**config.mk**
```make
export PLATFORM = sky130hd
export DESIGN_NAME = traffic_light_controller
export DESIGN_NICKNAME = d
export VERILOG_FILES = /design/src/hw/rtl/tlc_pkg.sv /design/src/hw/rtl/tlc_len_pipe.sv /design/src/hw/rtl/traffic_light_controller.sv
export SDC_FILE = /design/constraint.sdc
export NUM_CORES = 1
export LEC_CHECK = 0
export CAP_MARGIN = 5
export CORE_ASPECT_RATIO = 0.5
export CORE_UTILIZATION = 65
export CTS_CLUSTER_SIZE = 28
export DETAILED_ROUTE_END_ITERATION = 8
export DONT_BUFFER_PORTS = 1
export PLACE_DENSITY = 0.86
export SYNTH_ARGS = -nofsm -noshare
export SYNTH_HDL_FRONTEND = slang
export SYNTH_SLANG_ARGS = --single-unit
```
**constraint.sdc**
```tcl
create_clock -name clock -period 20.8 [get_ports clock]
set_clock_uncertainty 0.2 [all_clocks]
set_input_delay 1.04 -clock clock [delete_from_list [all_inputs] [get_ports clock]]
set_output_delay 1.04 -clock clock [all_outputs]
set_load 0.02 [all_outputs]
```
**src/hw/rtl/tlc_pkg.sv**
```systemverilog
// Shared types and constants for the traffic light controller.
package tlc_pkg;

   // potentiometer sample and millisecond widths
   localparam int unsigned POT_BITS = 10;
   localparam int unsigned POT_FULL = (1 << POT_BITS) - 1;
   localparam int unsigned MS_W     = 12;
   localparam int unsigned PROD_W   = POT_BITS + MS_W;
   localparam int unsigned SUM_W    = PROD_W + 1;
   localparam int unsigned EST_W    = SUM_W - POT_BITS;

   // ms / 50 as (ms * 1311) >> 16, exact for any 12-bit ms
   localparam int unsigned RECIP_W     = 11;
   localparam int unsigned RECIP_50    = 1311;
   localparam int unsigned RECIP_SHIFT = 16;
   localparam int unsigned Q50_W       = 7;

   localparam int unsigned TICKS_W = 10;
   localparam int unsigned HOLD_W  = 10;
   localparam int unsigned ALERT_W = 4;
   localparam logic [HOLD_W-1:0] HOLD_MAX = '1;

   // configuration port
   localparam int unsigned CSR_INDEX_W = 3;
   localparam int unsigned CSR_DATA_W  = MS_W;

   localparam logic [CSR_INDEX_W-1:0] CSR_INTERVAL_MIN = 3'd0;
   localparam logic [CSR_INDEX_W-1:0] CSR_INTERVAL_MAX = 3'd1;
   localparam logic [CSR_INDEX_W-1:0] CSR_LONG_PRESS   = 3'd2;
   localparam logic [CSR_INDEX_W-1:0] CSR_NIGHT_HALF   = 3'd3;
   localparam logic [CSR_INDEX_W-1:0] CSR_ALERT_PERIOD = 3'd4;

   localparam logic [MS_W-1:0]    RST_INTERVAL_MIN = 12'd200;
   localparam logic [MS_W-1:0]    RST_INTERVAL_MAX = 12'd2000;
   localparam logic [HOLD_W-1:0]  RST_LONG_PRESS   = 10'd200;
   localparam logic [TICKS_W-1:0] RST_NIGHT_HALF   = 10'd50;
   localparam logic [ALERT_W-1:0] RST_ALERT_PERIOD = 4'd5;

   // in night mode PH_GREEN is the lit half and PH_YELLOW the dark half
   typedef enum logic [1:0] {
      PH_GREEN  = 2'd0,
      PH_YELLOW = 2'd1,
      PH_RED    = 2'd2
   } phase_type;

   typedef struct packed {
      logic                button_pressed;
      logic [POT_BITS-1:0] pot_level;
   } tlc_req_type;

   typedef struct packed {
      logic        red_on;
      logic        yellow_on;
      logic        green_on;
      logic        night_active;
      logic        is_paused;
      logic [15:0] completed_cycles;
      logic        cycle_alert;
   } tlc_rsp_type;

   // tick after phase-length lookup
   typedef struct packed {
      logic               btn;
      logic [TICKS_W-1:0] ticks;
   } tlc_len_type;

endpackage

```
**src/hw/rtl/tlc_len_pipe.sv**
```systemverilog
// Pipeline that turns a potentiometer sample into a phase length in ticks.
module tlc_len_pipe (
   input  logic                       clock,
   input  logic                       reset,
   input  logic                       in_valid,
   output logic                       in_ready,
   input  tlc_pkg::tlc_req_type       in_data,
   input  logic [tlc_pkg::MS_W-1:0]   min_ms,
   input  logic [tlc_pkg::MS_W-1:0]   max_ms,
   output logic                       out_valid,
   input  logic                       out_ready,
   output tlc_pkg::tlc_len_type       out_data
);
   import tlc_pkg::*;

   logic                 a_v_ff;
   tlc_req_type          a_req_ff;
   logic                 b_v_ff;
   logic                 b_btn_ff;
   logic                 b_neg_ff;
   logic [PROD_W-1:0]    b_prod_ff;
   logic                 c_v_ff;
   logic                 c_btn_ff;
   logic [MS_W-1:0]      c_ms_ff;
   logic                 d_v_ff;
   tlc_len_type          d_data_ff;

   logic                 rdy_a, rdy_b, rdy_c, rdy_d;

   logic [MS_W:0]        diff;
   logic                 neg;
   logic [MS_W-1:0]      mag;
   logic [PROD_W-1:0]    prod;

   logic [SUM_W-1:0]     sum;
   logic [EST_W-1:0]     est;
   logic [SUM_W-1:0]     est_x_full;
   logic [SUM_W-1:0]     rem;
   logic [EST_W-1:0]     quo;
   logic [MS_W+1:0]      ms_s;
   logic [MS_W-1:0]      ms_in;

   logic [MS_W+RECIP_W-1:0] scaled;
   logic [Q50_W-1:0]        q50;
   logic [TICKS_W-1:0]      ticks_in;

   assign rdy_d    = !d_v_ff || out_ready;
   assign rdy_c    = !c_v_ff || rdy_d;
   assign rdy_b    = !b_v_ff || rdy_c;
   assign rdy_a    = !a_v_ff || rdy_b;
   assign in_ready = rdy_a;

   // stage A: signed span times sample, as sign and magnitude
   assign diff = {1'b0, max_ms} - {1'b0, min_ms};
   assign neg  = diff[MS_W];
   assign mag  = neg ? MS_W'(-diff) : diff[MS_W-1:0];
   assign prod = PROD_W'(a_req_ff.pot_level) * PROD_W'(mag);

   // stage B: divide by full scale; x/(2^n-1) ~ (x + x>>n + x>>2n) >> n, low by at most one
   assign sum = SUM_W'(b_prod_ff) + SUM_W'(b_prod_ff >> POT_BITS)
              + SUM_W'(b_prod_ff >> (2 * POT_BITS));
   assign est        = sum[SUM_W-1:POT_BITS];
   assign est_x_full = {est, POT_BITS'(0)} - SUM_W'(est);
   assign rem        = SUM_W'(b_prod_ff) - est_x_full;
   assign quo        = est + EST_W'(rem >= SUM_W'(POT_FULL));
   assign ms_s       = b_neg_ff ? ((MS_W+2)'(min_ms) - (MS_W+2)'(quo[MS_W-1:0]))
                                : ((MS_W+2)'(min_ms) + (MS_W+2)'(quo[MS_W-1:0]));
   assign ms_in      = ms_s[MS_W+1] ? '0 : ms_s[MS_W-1:0];

   // stage C: whole 50 ms steps, five ticks each
   assign scaled   = (MS_W+RECIP_W)'(c_ms_ff) * (MS_W+RECIP_W)'(RECIP_50);
   assign q50      = scaled[RECIP_SHIFT +: Q50_W];
   assign ticks_in = TICKS_W'({q50, 2'b00}) + TICKS_W'(q50);

   always_ff @(posedge clock) begin
      if (reset) begin
         a_v_ff <= 1'b0;
         b_v_ff <= 1'b0;
         c_v_ff <= 1'b0;
         d_v_ff <= 1'b0;
      end else begin
         if (rdy_a) a_v_ff <= in_valid;
         if (rdy_b) b_v_ff <= a_v_ff;
         if (rdy_c) c_v_ff <= b_v_ff;
         if (rdy_d) d_v_ff <= c_v_ff;
      end
   end

   always_ff @(posedge clock) begin
      if (rdy_a && in_valid) begin
         a_req_ff <= in_data;
      end
      if (rdy_b && a_v_ff) begin
         b_btn_ff  <= a_req_ff.button_pressed;
         b_neg_ff  <= neg;
         b_prod_ff <= prod;
      end
      if (rdy_c && b_v_ff) begin
         c_btn_ff <= b_btn_ff;
         c_ms_ff  <= ms_in;
      end
      if (rdy_d && c_v_ff) begin
         d_data_ff.btn   <= c_btn_ff;
         d_data_ff.ticks <= ticks_in;
      end
   end

   assign out_valid = d_v_ff;
   assign out_data  = d_data_ff;

endmodule

```
**src/hw/rtl/traffic_light_controller.sv**
```systemverilog
// Throughput: one tick per cycle while rsp_ready keeps the output moving; the
// phase-length pipeline (multiply, divide by full scale, divide by 50) and the
// output register each hold one item.
// The light state updates once per tick as it enters the output register.
// Reset (synchronous, active high) restores the register defaults, starts at
// green with its length loaded on the first running tick, and empties the pipe.
module traffic_light_controller #(
   parameter int unsigned COUNT_BITS = 16
) (
   input  logic                              clock,
   input  logic                              reset,
   input  logic                              req_valid,
   output logic                              req_ready,
   input  tlc_pkg::tlc_req_type              req_data,
   output logic                              rsp_valid,
   input  logic                              rsp_ready,
   output tlc_pkg::tlc_rsp_type              rsp_data,
   input  logic                              csr_we,
   input  logic [tlc_pkg::CSR_INDEX_W-1:0]   csr_index,
   input  logic [tlc_pkg::CSR_DATA_W-1:0]    csr_wdata
);
   import tlc_pkg::*;

   logic [MS_W-1:0]       min_ff, max_ff;
   logic [HOLD_W-1:0]     long_ff;
   logic [TICKS_W-1:0]    nhalf_ff;
   logic [ALERT_W-1:0]    aper_ff;

   phase_type             phase_ff, phase_in;
   logic                  fresh_ff, fresh_in;
   logic [TICKS_W-1:0]    ticks_ff, ticks_in;
   logic [HOLD_W-1:0]     hold_ff, hold_in;
   logic                  night_ff, night_in;
   logic                  pause_ff, pause_in;
   logic [COUNT_BITS-1:0] cnt_ff, cnt_in;
   logic [ALERT_W-1:0]    acnt_ff, acnt_in;
   logic                  alert_in;

   logic                  rsp_valid_ff;
   tlc_rsp_type           rsp_data_ff, rsp_in;

   logic                  len_valid, len_ready;
   tlc_len_type           len_data;
   logic                  rdy_o, take;

   phase_type             run_phase;
   logic [TICKS_W-1:0]    load_ticks, cur_ticks;
   logic [ALERT_W-1:0]    period, acnt_next;
   logic                  lamp_en;
   logic [31:0]           cnt_wide;

   tlc_len_pipe u_len (
      .clock     (clock),
      .reset     (reset),
      .in_valid  (req_valid),
      .in_ready  (req_ready),
      .in_data   (req_data),
      .min_ms    (min_ff),
      .max_ms    (max_ff),
      .out_valid (len_valid),
      .out_ready (len_ready),
      .out_data  (len_data)
   );

   assign rdy_o     = !rsp_valid_ff || rsp_ready;
   assign len_ready = rdy_o;
   assign take      = len_valid && rdy_o;

   always_ff @(posedge clock) begin
      if (reset) begin
         min_ff   <= RST_INTERVAL_MIN;
         max_ff   <= RST_INTERVAL_MAX;
         long_ff  <= RST_LONG_PRESS;
         nhalf_ff <= RST_NIGHT_HALF;
         aper_ff  <= RST_ALERT_PERIOD;
      end else if (csr_we) begin
         case (csr_index)
            CSR_INTERVAL_MIN: min_ff   <= csr_wdata[MS_W-1:0];
            CSR_INTERVAL_MAX: max_ff   <= csr_wdata[MS_W-1:0];
            CSR_LONG_PRESS:   long_ff  <= csr_wdata[HOLD_W-1:0];
            CSR_NIGHT_HALF:   nhalf_ff <= csr_wdata[TICKS_W-1:0];
            CSR_ALERT_PERIOD: aper_ff  <= csr_wdata[ALERT_W-1:0];
            default: ;
         endcase
      end
   end

   // night mode only uses the low phase bit
   assign run_phase  = night_ff ? (phase_ff[0] ? PH_YELLOW : PH_GREEN) : phase_ff;
   assign load_ticks = night_ff ? nhalf_ff : len_data.ticks;
   assign cur_ticks  = fresh_ff ? load_ticks : ticks_ff;
   assign period     = (aper_ff == '0) ? ALERT_W'(1) : aper_ff;
   assign acnt_next  = acnt_ff + ALERT_W'(1);

   // next state
   always_comb begin
      phase_in = phase_ff;
      fresh_in = fresh_ff;
      ticks_in = ticks_ff;
      hold_in  = hold_ff;
      night_in = night_ff;
      pause_in = pause_ff;
      cnt_in   = cnt_ff;
      acnt_in  = acnt_ff;
      alert_in = 1'b0;
      if (len_data.btn) begin
         // hold the timer, count the press
         if (hold_ff != HOLD_MAX) hold_in = hold_ff + HOLD_W'(1);
      end else if (hold_ff != '0) begin
         if (hold_ff >= long_ff) begin
            night_in = !night_ff;
            pause_in = 1'b0;
            phase_in = PH_GREEN;
            fresh_in = 1'b1;
         end else if (pause_ff) begin
            pause_in = 1'b0;
            phase_in = PH_GREEN;
            fresh_in = 1'b1;
         end else begin
            pause_in = 1'b1;
         end
         hold_in = '0;
      end else if (!pause_ff) begin
         phase_in = run_phase;
         fresh_in = 1'b0;
         if (cur_ticks > TICKS_W'(1)) begin
            ticks_in = cur_ticks - TICKS_W'(1);
         end else begin
            ticks_in = '0;
            fresh_in = 1'b1;
            if (night_ff) begin
               phase_in = (run_phase == PH_GREEN) ? PH_YELLOW : PH_GREEN;
            end else begin
               case (run_phase)
                  PH_GREEN:  phase_in = PH_YELLOW;
                  PH_YELLOW: phase_in = PH_RED;
                  PH_RED: begin
                     cnt_in = cnt_ff + COUNT_BITS'(1);
                     if (acnt_next >= period) begin
                        acnt_in  = '0;
                        alert_in = 1'b1;
                     end else begin
                        acnt_in = acnt_next;
                     end
                     phase_in = PH_GREEN;
                  end
                  default: phase_in = PH_GREEN;
               endcase
            end
         end
      end
   end

   assign cnt_wide = 32'(cnt_in);

   // lamps: dark while paused and on the tick a press ends
   always_comb begin
      lamp_en                 = !pause_ff && (len_data.btn || hold_ff == '0);
      rsp_in.red_on           = lamp_en && !night_ff && run_phase == PH_RED;
      rsp_in.yellow_on        = lamp_en && (night_ff ? run_phase == PH_GREEN
                                                     : run_phase == PH_YELLOW);
      rsp_in.green_on         = lamp_en && !night_ff && run_phase == PH_GREEN;
      rsp_in.night_active     = night_in;
      rsp_in.is_paused        = pause_in;
      rsp_in.completed_cycles = cnt_wide[15:0];
      rsp_in.cycle_alert      = alert_in;
   end

   always_ff @(posedge clock) begin
      if (reset) begin
         phase_ff     <= PH_GREEN;
         fresh_ff     <= 1'b1;
         ticks_ff     <= '0;
         hold_ff      <= '0;
         night_ff     <= 1'b0;
         pause_ff     <= 1'b0;
         cnt_ff       <= '0;
         acnt_ff      <= '0;
         rsp_valid_ff <= 1'b0;
      end else begin
         if (rdy_o) rsp_valid_ff <= len_valid;
         if (take) begin
            phase_ff <= phase_in;
            fresh_ff <= fresh_in;
            ticks_ff <= ticks_in;
            hold_ff  <= hold_in;
            night_ff <= night_in;
            pause_ff <= pause_in;
            cnt_ff   <= cnt_in;
            acnt_ff  <= acnt_in;
         end
      end
   end

   always_ff @(posedge clock) begin
      if (take) rsp_data_ff <= rsp_in;
   end

   assign rsp_valid = rsp_valid_ff;
   assign rsp_data  = rsp_data_ff;

endmodule

```
### After elaboration in Yosys (flattened, before gate mapping)

Cells that the tools add are included.

| storage, ports and cells | value |
|---|---|
| register bits after elaboration | 179 |
| input port bits | 31 |

| cells by class | value |
|---|---|
| add/subtract/negate cells | 14 |
| multiply operators | 2 |
| order comparisons | 4 |
| eq/ne operators | 10 |
| multiplexer cells | 40 |
| bitwise operators | 6 |
| reductions and logical operators | 39 |

Operators with widths:

| kind | count |
|---|---|
| $mux W16 | 6 |
| $mux W10 | 6 |
| $sub A12 B12 Y13 | 2 |
| $add A22 B12 Y23 | 1 |
| $add A23 B2 Y23 | 1 |
| $ge A23 B10 Y1 const B | 1 |
| $mul A12 B11 Y23 const B | 1 |
| $sub A22 B23 Y23 | 1 |
| $sub A23 B13 Y23 | 1 |
| $mul A10 B12 Y22 | 1 |
| $add A16 B1 Y16 const B | 1 |
| $mux W1 | 16 |
| $mux W14 | 1 |
| $mux W2 | 7 |
| $add A12 B12 Y13 | 1 |
| $add A12 B1 Y12 | 1 |
| $mux W12 | 1 |
| $neg A12 Y12 | 1 |
| $add A10 B1 Y10 const B | 1 |
| $add A9 B7 Y10 | 1 |
| $ge A10 B10 Y1 | 1 |
| $gt A10 B1 Y1 const B | 1 |
| $logic_and A1 B1 Y1 | 10 |
| $logic_not A10 Y1 | 1 |
| other kinds (27) | 50 |

### Logic depth before layout (Yosys ltp)

Gate-level depths: netlist (run 1).

| logic depth | value |
|---|---|
| depth in word-level cells | 9 |
| gate-level depth with buffers | 44 |

### By module

A second synthesis (run 1) with hierarchy kept.

| second synthesis, totals | value |
|---|---|
| cells, all modules | 2009 |
| area, all modules | 18465.2 µm² |

Modules (own cells, without submodules):

| module | times used | cells an instance | area each (µm²) | seq. area each (µm²) |
|---|---|---|---|---|
| tlc_len_pipe | 1 | 1371 | 12717.2 | 1851.8 |
| traffic_light_controller | 1 | 638 | 5748.0 | 2542.4 |

### Worst setup path before layout (run 1)

Ideal clock, no wire load.

| timing path | value |
|---|---|
| path type | flip-flop to flip-flop |
| start point | register u_len.b_prod_ff[18] |
| end point | register u_len.c_ms_ff[10], data pin |
| data arrival time | 8631 ps |
| required time | 20334 ps |
| setup slack | 11703 ps |
| cell stages (with the launch flop) | 41 |
| clock period less this slack | 9097 ps |
| path through | edfxtp_1 -> ha_1 -> ha_1 -> or3_1 -> a221oi_1 -> o21ai_0 -> a21oi_1 -> o21bai_1 -> and2_1 -> o21ai_0 -> nand2b_1 -> and4_1 -> clkbuf_1 -> and2_1 -> ha_1 -> inv_1 -> fa_1 -> inv_1 -> [... 5 more ...] -> o211ai_1 -> a2111oi_4 -> nand4_2 -> and2_4 -> ha_1 -> inv_1 -> fa_1 -> nor2b_1 -> o21ai_0 -> a21oi_1 -> o21ai_0 -> a221oi_1 -> a21oi_1 -> o21bai_1 -> a21o_1 -> a21oi_1 -> clkbuf_1 -> nor2_1 |

| between the ends | value |
|---|---|
| cells in the longest elaborated chain, start to end | 8 |
| elaborated cells on any way between the ends | 9 |

RTL lines:

| what | line | source |
|---|---|---|
| from (decl) | tlc_len_pipe.sv:21 | `logic [PROD_W-1:0] b_prod_ff;` |
| from (signal assigned) | tlc_len_pipe.sv:96 | `b_prod_ff <= prod;` |
| $add A22 B12 Y23 | tlc_len_pipe.sv:60 | `assign sum = SUM_W'(b_prod_ff) + SUM_W'(b_prod_ff >> POT_BITS)` |
| $add A23 B2 Y23 | tlc_len_pipe.sv:61 | `+ SUM_W'(b_prod_ff >> (2 * POT_BITS));` |
| $sub A23 B13 Y23 | tlc_len_pipe.sv:63 | `assign est_x_full = {est, POT_BITS'(0)} - SUM_W'(est);` |
| $sub A22 B23 Y23 | tlc_len_pipe.sv:64 | `assign rem = SUM_W'(b_prod_ff) - est_x_full;` |
| $ge A23 B10 Y1 | tlc_len_pipe.sv:65 | `assign quo = est + EST_W'(rem >= SUM_W'(POT_FULL));` |
| $add A12 B1 Y12 (*) | tlc_len_pipe.sv:65 |  |
| $add A12 B12 Y13 / $sub A12 B12 Y13 (equally long branches) | tlc_len_pipe.sv:67, tlc_len_pipe.sv:66 |  |
| $mux W14 (*) | tlc_len_pipe.sv:66 | `assign ms_s = b_neg_ff ? ((MS_W+2)'(min_ms) - (MS_W+2)'(quo[MS_W-1:0]))` |
| to (signal assigned) | tlc_len_pipe.sv:100 | `c_ms_ff <= ms_in;` |
| to (decl) | tlc_len_pipe.sv:24 | `logic [MS_W-1:0] c_ms_ff;` |

Every way passes the cells marked *; elsewhere a longest branch is shown, timed or not.
A chain may end at the register's enable or synchronous reset.

### Final worst setup path (run 1)

| timing path | value |
|---|---|
| start point | register u_len.b_prod_ff[14] |
| end point | register u_len.c_ms_ff[8], data pin |

The elaborated chain is that of the path after synthesis.

==> summary.md, run 1 <==
| Metric | Value |
|---|---|
| Detailed Place HPWL | 30.4 mm |
| First-pass GRT wire length | 66.9 mm |
| Clk pin slew, worst setup/hold paths | 0.08 ns |
| Worst path required time | 20.77 ns |
| Number of DRC markers after the initial detailed-route iteration | 1054 |
| Resized cells post-CTS | 0 |
| Synth area leaders | ha_1 18%, fa_1 14%, edfxtp_1 13%, dfxtp_1 11%, inv_1 5.3% |
| Pin count of the biggest net entering global routing | 73 |
| Avg Cell Area, Syn | 9.15 um2 |
| Vias | 13800 |
| Final hold vios | 0 |
| Die span in x | 238 um |
| Final cell count without fillers | 2334 |
| Crit path max-delay family | compound AO/OA/AOI/OAI gates |
| Status | finished clean |
| Post-synth EDFFs | 81 |
| Remaining DRCs | 0 |
| Max Fanout on Critical Path | 12 |
| Nets | 2372 |
| Placed Instances | 2302 |
| Initial Util | 67.3% |
| Post-synthesis mux area share | 1.63% |
| CP arrival | 10.06 ns |
| Syn nets | 2402 |
| Ant diodes | 0 |
| Cell variety after synth | 83 |
| DIE AREA | 0.0285 mm2 |
| GR Util met2 | 49.1% |
| WL/cell | 17.0 um |
| Final Cycle Share | 48.5% |
| Overflow after GRT | 0 |
| Core Area | 0.0269 mm2 |
| Xor/xnor share of the synthesized area | 7.02% |
| Port Buffers | 0 |
| TritonCTS Buffers | 17 |
| Maxcap violations | 0 |
| Postcts setup bufs | 0 |
| Leading area contributor after synthesis | ha_1 |
| Type of origin of the critical path | flip-flop |
| Die Ht | 120 um |
| Slowest stage cell, crit path | a21oi_1 |
| Synth top area share | 18.5% |
| Setup TNS | 0 ns |
| RSZ-0062 raised after global routing | false |
| Max Buffers Root-to-Sink | 2 |
| Worst path max stage delay | 0.64 ns |
| Num rows | 42 |
| Final min period | 10.09 ns |
| CP Buf/Inv Count | 3 |
| Hold_buf cts | 0 |
| Fmax | 0.0991 GHz |
| Post-route ant nets | 0 |
| Share of post-route cells with drive strength above 1 | 3.98% |
| CTS tree | built |
| Vias in the first global route | 13700 |
| Synth Register Bits | 179 |
| Compound-Gate Fraction of Synth Area | 11.6% |
| Placement Cell Area | 0.0184 mm2 |
| Crit. End Element | flip-flop |
| Final setup viols | 0 |
| H-tree depth | 4 |
| Rel. slew slack | 22.1% |
| Most used routing layer | met2 |
| Fin. max-slew vios | 0 |
| Main synth FF type | dfxtp_1 |
| Root Buffer Master | clkbuf_16 |
| Main combinational cell family by area after synthesis | adder cells |
| Mapped Area | 0.0181 mm2 |
| Initial antenna violation count | 0 |
| Worst-Margin Slew | 1.16 ns |
| Crit path top cell by count | ha_1 |
| Cell count after synthesis | 1977 |
| Routability cong. | 0.962 |
| GR Layer Usage met3 | 4.78% |
| Clock Sinks | 179 |
| GR Layer Usage met1 | 38.2% |
| Wirelength, routed | 39.8 mm |
| Sequential area share after synthesis | 24.3% |
| Skew-Pair Late Insertion Delay | 0.46 ns |
| Synth Area in Simple Gates | 16.3% |
| Area Overhead vs Synth | 5.00% |
| YS warnings | 0 |
| 1st-pass router iterations | 6 |
| Via density per instance | 5.93 |
| Synth Area in Adders | 32.5% |
| Fillers | 1906 |
| Min-delay worst type | flip-flop to flip-flop |
| Crit path kind | flip-flop to flip-flop |
| Post-synth ARST share | 0% |
| GRT Overall Usage | 29.3% |
| Final instance area | 0.0190 mm2 |
| Top Ports | 55 |
per-layer routing:
metal / vias up / share of wire (%)
met4: 0 / 3.0
met5: - / 0
met3: 96 / 6.4
met1: 6626 / 43
met2: 482 / 47
li1: 6634 / -
layout by cell type (no fill, tap or decap), types with 6 or more instances in the layout:
| cell type | n |
|---|---|
| o31ai_1 | 8 |
| o21bai_1 | 15 |
| or4_1 | 6 |
| clkbuf_16 | 17 |
| fa_1 | 127 |
| or2_2 | 10 |
| xor2_1 | 45 |
| and2_1 | 56 |
| nand2b_1 | 14 |
| a21oi_1 | 112 |
| o21a_1 | 17 |
| nand3_1 | 33 |
| o21ai_0 | 49 |
| a211oi_1 | 11 |
| and3_1 | 20 |
| a21o_1 | 35 |
| nor3_1 | 25 |
| o211ai_1 | 9 |
| or3_1 | 16 |
| and4_1 | 7 |
| mux2i_1 | 19 |
| nor2b_1 | 26 |
| a22oi_1 | 6 |
| nand4_1 | 20 |
| xnor2_1 | 100 |
| edfxtp_1 | 81 |
| nand2_1 | 225 |
| nor2_1 | 110 |
| mux2_2 | 7 |
| inv_1 | 256 |
| ha_1 | 267 |
| dfxtp_1 | 98 |
| nor3b_1 | 8 |
synth_stat cells (4+ instances only):
library cell / n
ha_1: 267
inv_1: 256
nand2_1: 225
fa_1: 127
a21oi_1: 112
nor2_1: 110
xnor2_1: 100
dfxtp_1: 98
edfxtp_1: 81
and2_1: 56
o21ai_0: 49
xor2_1: 45
clkbuf_1: 44
a21o_1: 35
nand3_1: 33
nor2b_1: 26
nor3_1: 25
and3_1: 20
nand4_1: 20
mux2i_1: 19
o21a_1: 17
or3_1: 16
o21bai_1: 15
nand2b_1: 14
a211oi_1: 11
or2_2: 10
o211ai_1: 9
nor3b_1: 8
o31ai_1: 8
and4_1: 7
mux2_2: 7
a22oi_1: 6
or4_1: 6
a221oi_1: 5
a31o_2: 5
a31oi_1: 4
nand3b_1: 4
nand4b_1: 4
o2111ai_1: 4
o31a_1: 4
registers in the layout, summed over array words and instances (netlist names), 2 cells and up:
register         cells
nhalf_ff            10
u_len.out_data      11
phase_ff             2
ticks_ff            10
u_len.c_ms_ff       12
u_len.b_prod_ff     22
aper_ff              4
long_ff             10
cnt_ff              16
max_ff              12
hold_ff             10
min_ff              12
acnt_ff              4
u_len.a_req_ff      11
rsp_data            22
logic make-up (layout without fill, tap and decap cells):
logic type	count (synthesis)	in the layout
AOI/OAI and AO/OA	319	319
xor gates and xnor gates	145	145
adders and majority gates	394	394
buffers and inverters	311	294
DFF	179	179
muxes	28	28
and+or+nand+nor	601	601
worst paths after layout:
kind / startpoint / end / slack, ns / cells past startpoint
max: u_len.b_prod_ff[14] / u_len.c_ms_ff[8] / 10.71 / 38
min: u_len.b_btn_ff / u_len.c_btn_ff / 0.23 / 0
max reg2reg: u_len.b_prod_ff[14] / u_len.c_ms_ff[8] / 10.71 / 38
min reg2reg: u_len.b_btn_ff / u_len.c_btn_ff / 0.23 / 0
stage by stage:
step / util (%) / hold slack [ns] / worst slack (ns)
2_1_floorplan: - / 0.200 / 11.70
3_3_place_gp: 68.4 / 0.206 / 10.98
3_5_place_dp: 68.4 / 0.212 / 10.81
4_1_cts: 70.7 / 0.230 / 10.74
5_1_grt: 70.7 / 0.242 / 9.87
6_report: 70.7 / 0.235 / 10.71
layout make-up:
type	count	area, um2	area share, %
Sequential cell	179	4390	23.1
Multi-Input combinational cell	1487	12500	65.8
Clock inverter	15	199	1.05
Clock buffer	17	425	2.24
Inverter	258	968	5.10
Tap cell	374	468	2.46
Timing Repair Buffer	4	30.0	0.158
worst register-to-register path, delay by kind of cell, from the launching register on:
family / cells / cell delay, ns
AND/OR/NAND/NOR: 9 / 2.07
flip-flops: 1 / 0.50
adder cells (fa/ha/maj): 7 / 2.58
AO/OA/AOI/OAI: 19 / 4.22
buffers and inverters: 3 / 0.23
Power of run 1 is not shown: default switching activity piles up to over one toggle a cycle in this logic, so the estimate is an artifact.
==> inputs of run 2 (changes only) <==
Settings changed: ABC_AREA set to 1.
Clock period 20.8 ns to 9.6 ns, I/O delays scaled along.
==> run 2 against run 1 <==
  * Utilization grew 0.64 points
  * Flip-flop and latch count is the same
  * Final cell count grew 21%
  * Synthesized area grew 4.1%
  * Final area grew 5.5%
==> summary.md, run 2 <==
| Metric | Value |
|---|---|
| Top cells by count, synth | 462 x inv_1, 458 x nand2_1, 267 x ha_1 |
| Synth top area share | 17.7% |
| Die span in x | 243 um |
| Number of DRC markers after the initial detailed-route iteration | 1482 |
| CTS tree | built |
| Main synth FF type | dfxtp_1 |
| Final cell count without fillers | 2814 |
| Count leader, synth | inv_1 |
| Synth Register Bits | 179 |
| First-pass GRT wire length | 74.7 mm |
| Min Hold Slack | 0.0150 ns |
| Die Ht | 122 um |
| Final min period | 8.33 ns |
| Fin. max-slew vios | 0 |
| RSZ-0062 raised after global routing | false |
| Worst-Margin Slew | 1.03 ns |
| Cell variety after synth | 58 |
| Post-synth EDFFs | 81 |
| Min-delay worst type | primary input to flip-flop |
| Final setup viols | 0 |
| Cell count after synthesis | 2408 |
| Max Fanout on Critical Path | 16 |
| FF-to-FF setup slack | 1.27 ns |
| Worst path max stage delay | 0.77 ns |
| Clock Sinks | 179 |
| Resized cells post-CTS | 0 |
| 1st-pass router iterations | 9 |
| H-tree depth | 4 |
| Post-synth ARST share | 0% |
| YS warnings | 0 |
| Pin count of the biggest net entering global routing | 46 |
| Crit. End Element | flip-flop |
| Skew-Pair Late Insertion Delay | 0.45 ns |
| Rel. slew slack | 30.9% |
| Vias | 16100 |
| Placed Instances | 2757 |
| Final Cycle Share | 86.8% |
| Initial Util | 67.0% |
| Post-route ant nets | 0 |
| Final hold vios | 0 |
| Port Buffers | 0 |
| DIE AREA | 0.0297 mm2 |
| Mapped Area | 0.0188 mm2 |
| Avg Cell Area, Syn | 7.82 um2 |
| Most common cell after layout, fill and taps aside | inv_1 |
| Fillers | 2118 |
| Root Buffer Master | clkbuf_16 |
| Overflow after GRT | 0 |
| Via density per instance | 5.71 |
| Wirelength, routed | 45.9 mm |
| Routability cong. | 0.959 |
| Ant diodes | 0 |
| Slowest stage cell, crit path | xor2_1 |
| Worst r2r src | min_ff[1] |
| Remaining DRCs | 0 |
| Synth area leaders | ha_1 18%, fa_1 14%, edfxtp_1 13%, dfxtp_1 10%, inv_1 9.2% |
| Max Buffers Root-to-Sink | 2 |
| CP arrival | 8.42 ns |
| WL/cell | 16.3 um |
| Fmax | 0.120 GHz |
| Top Ports | 55 |
| Num rows | 43 |
| Detailed Place HPWL | 36.1 mm |
| Initial antenna violation count | 0 |
| Clk pin slew, worst setup/hold paths | 0.08 ns |
| GRT Overall Usage | 31.2% |
| Critical path origin | min_ff[1] |
| Reg area | 0.00439 mm2 |
| Setup TNS | 0 ns |
| Crit path kind | flip-flop to flip-flop |
| Status | finished clean |
| Core Area | 0.0281 mm2 |
| Maxcap violations | 0 |
| Most frequent cells in the layout | 462 x inv_1, 458 x nand2_1, 267 x ha_1 |
| Crit path top cell by count | fa_1 |
| Sequential area share after synthesis | 23.3% |
| TritonCTS Buffers | 17 |
| Hold Startpoint | reset |
| Leading area contributor after synthesis | ha_1 |
| Syn nets | 2833 |
| Area occupied by multi-input gates | 0.0125 mm2 |
| Type of origin of the critical path | flip-flop |
| Worst path required time | 9.69 ns |
| Nets | 2844 |
| Area Overhead vs Synth | 6.46% |
| Share of post-route cells with drive strength above 1 | 3.45% |
| Vias in the first global route | 15400 |
-- run 2: changes by cell type in the layout (fill, tap and decap cells not counted), sizes merged, moves of 26 or more --
| cell | before | now |
|---|---|---|
| inv | 265 | 479 |
| a21oi | 113 | 179 |
| nand2 | 225 | 461 |
| and2 | 57 | 0 |
| a21o | 35 | 4 |
| nand3 | 34 | 95 |
| nor2 | 110 | 212 |
| nor2b | 26 | 0 |
| xnor2 | 100 | 30 |
| o21ai | 52 | 128 |
-- run 2: per-stage QoR --
stage          util, %  area, um2  setup slack [ns]
2_1_floorplan        -      18800              2.55
3_3_place_gp      68.2      19200              1.55
3_5_place_dp      68.2      19200              1.43
4_1_cts           71.4      20000              1.41
5_1_grt           71.4      20000             0.626
6_report          71.4      20000              1.27
-- run 2: worst paths after layout --
check | end | cells after the start
max reg2reg | u_len.b_prod_ff[18] | 29
min | cnt_ff[14] | 3
max | u_len.b_prod_ff[18] | 29
min reg2reg | u_len.out_data[10] | 0
-- run 2: what timing repair did --
action,in CTS,in global routing
hold endpoints to repair,70,0
setup endpoints to repair,0,0
buffers inserted,0,0
hold buffers,25,0
-- run 2: metal layers --
metal	track usage [%]	wire, um
met3	5.60	3440
met2	53.0	21700
met4	8.61	893
met1	41.3	19900
met5	0	0
-- run 2: worst max-delay path: cells and delay by family, from the launching register on --
family	cells	cell delay (ns)
AND/OR/NAND/NOR	7	0.88
flip-flops	1	0.42
AO/OA/AOI/OAI	9	1.92
buffers and inverters	4	0.49
adder cells (fa/ha/maj)	7	3.28
XOR/XNOR	2	0.98
-- run 2: cell families after synthesis --
kind of cell    count (synthesis)  share of synthesized area, %
xor+xnor                       95                          4.70
fa+ha+maj                     394                          31.3
flops                         179                          23.3
simple gates                  856                          19.4
compound gates                372                          10.9
buf+inv                       512                          10.4
-- run 2: final cells by class --
class,count,area share [%]
multi-input cells,1717,62.3
flip-flops and latches,179,21.9
inverters,475,8.91
well taps,382,2.39
clock buffers,17,2.12
repair buffers,29,1.45
clock inverters,15,0.937
Power of run 2 is left out for the same reason.
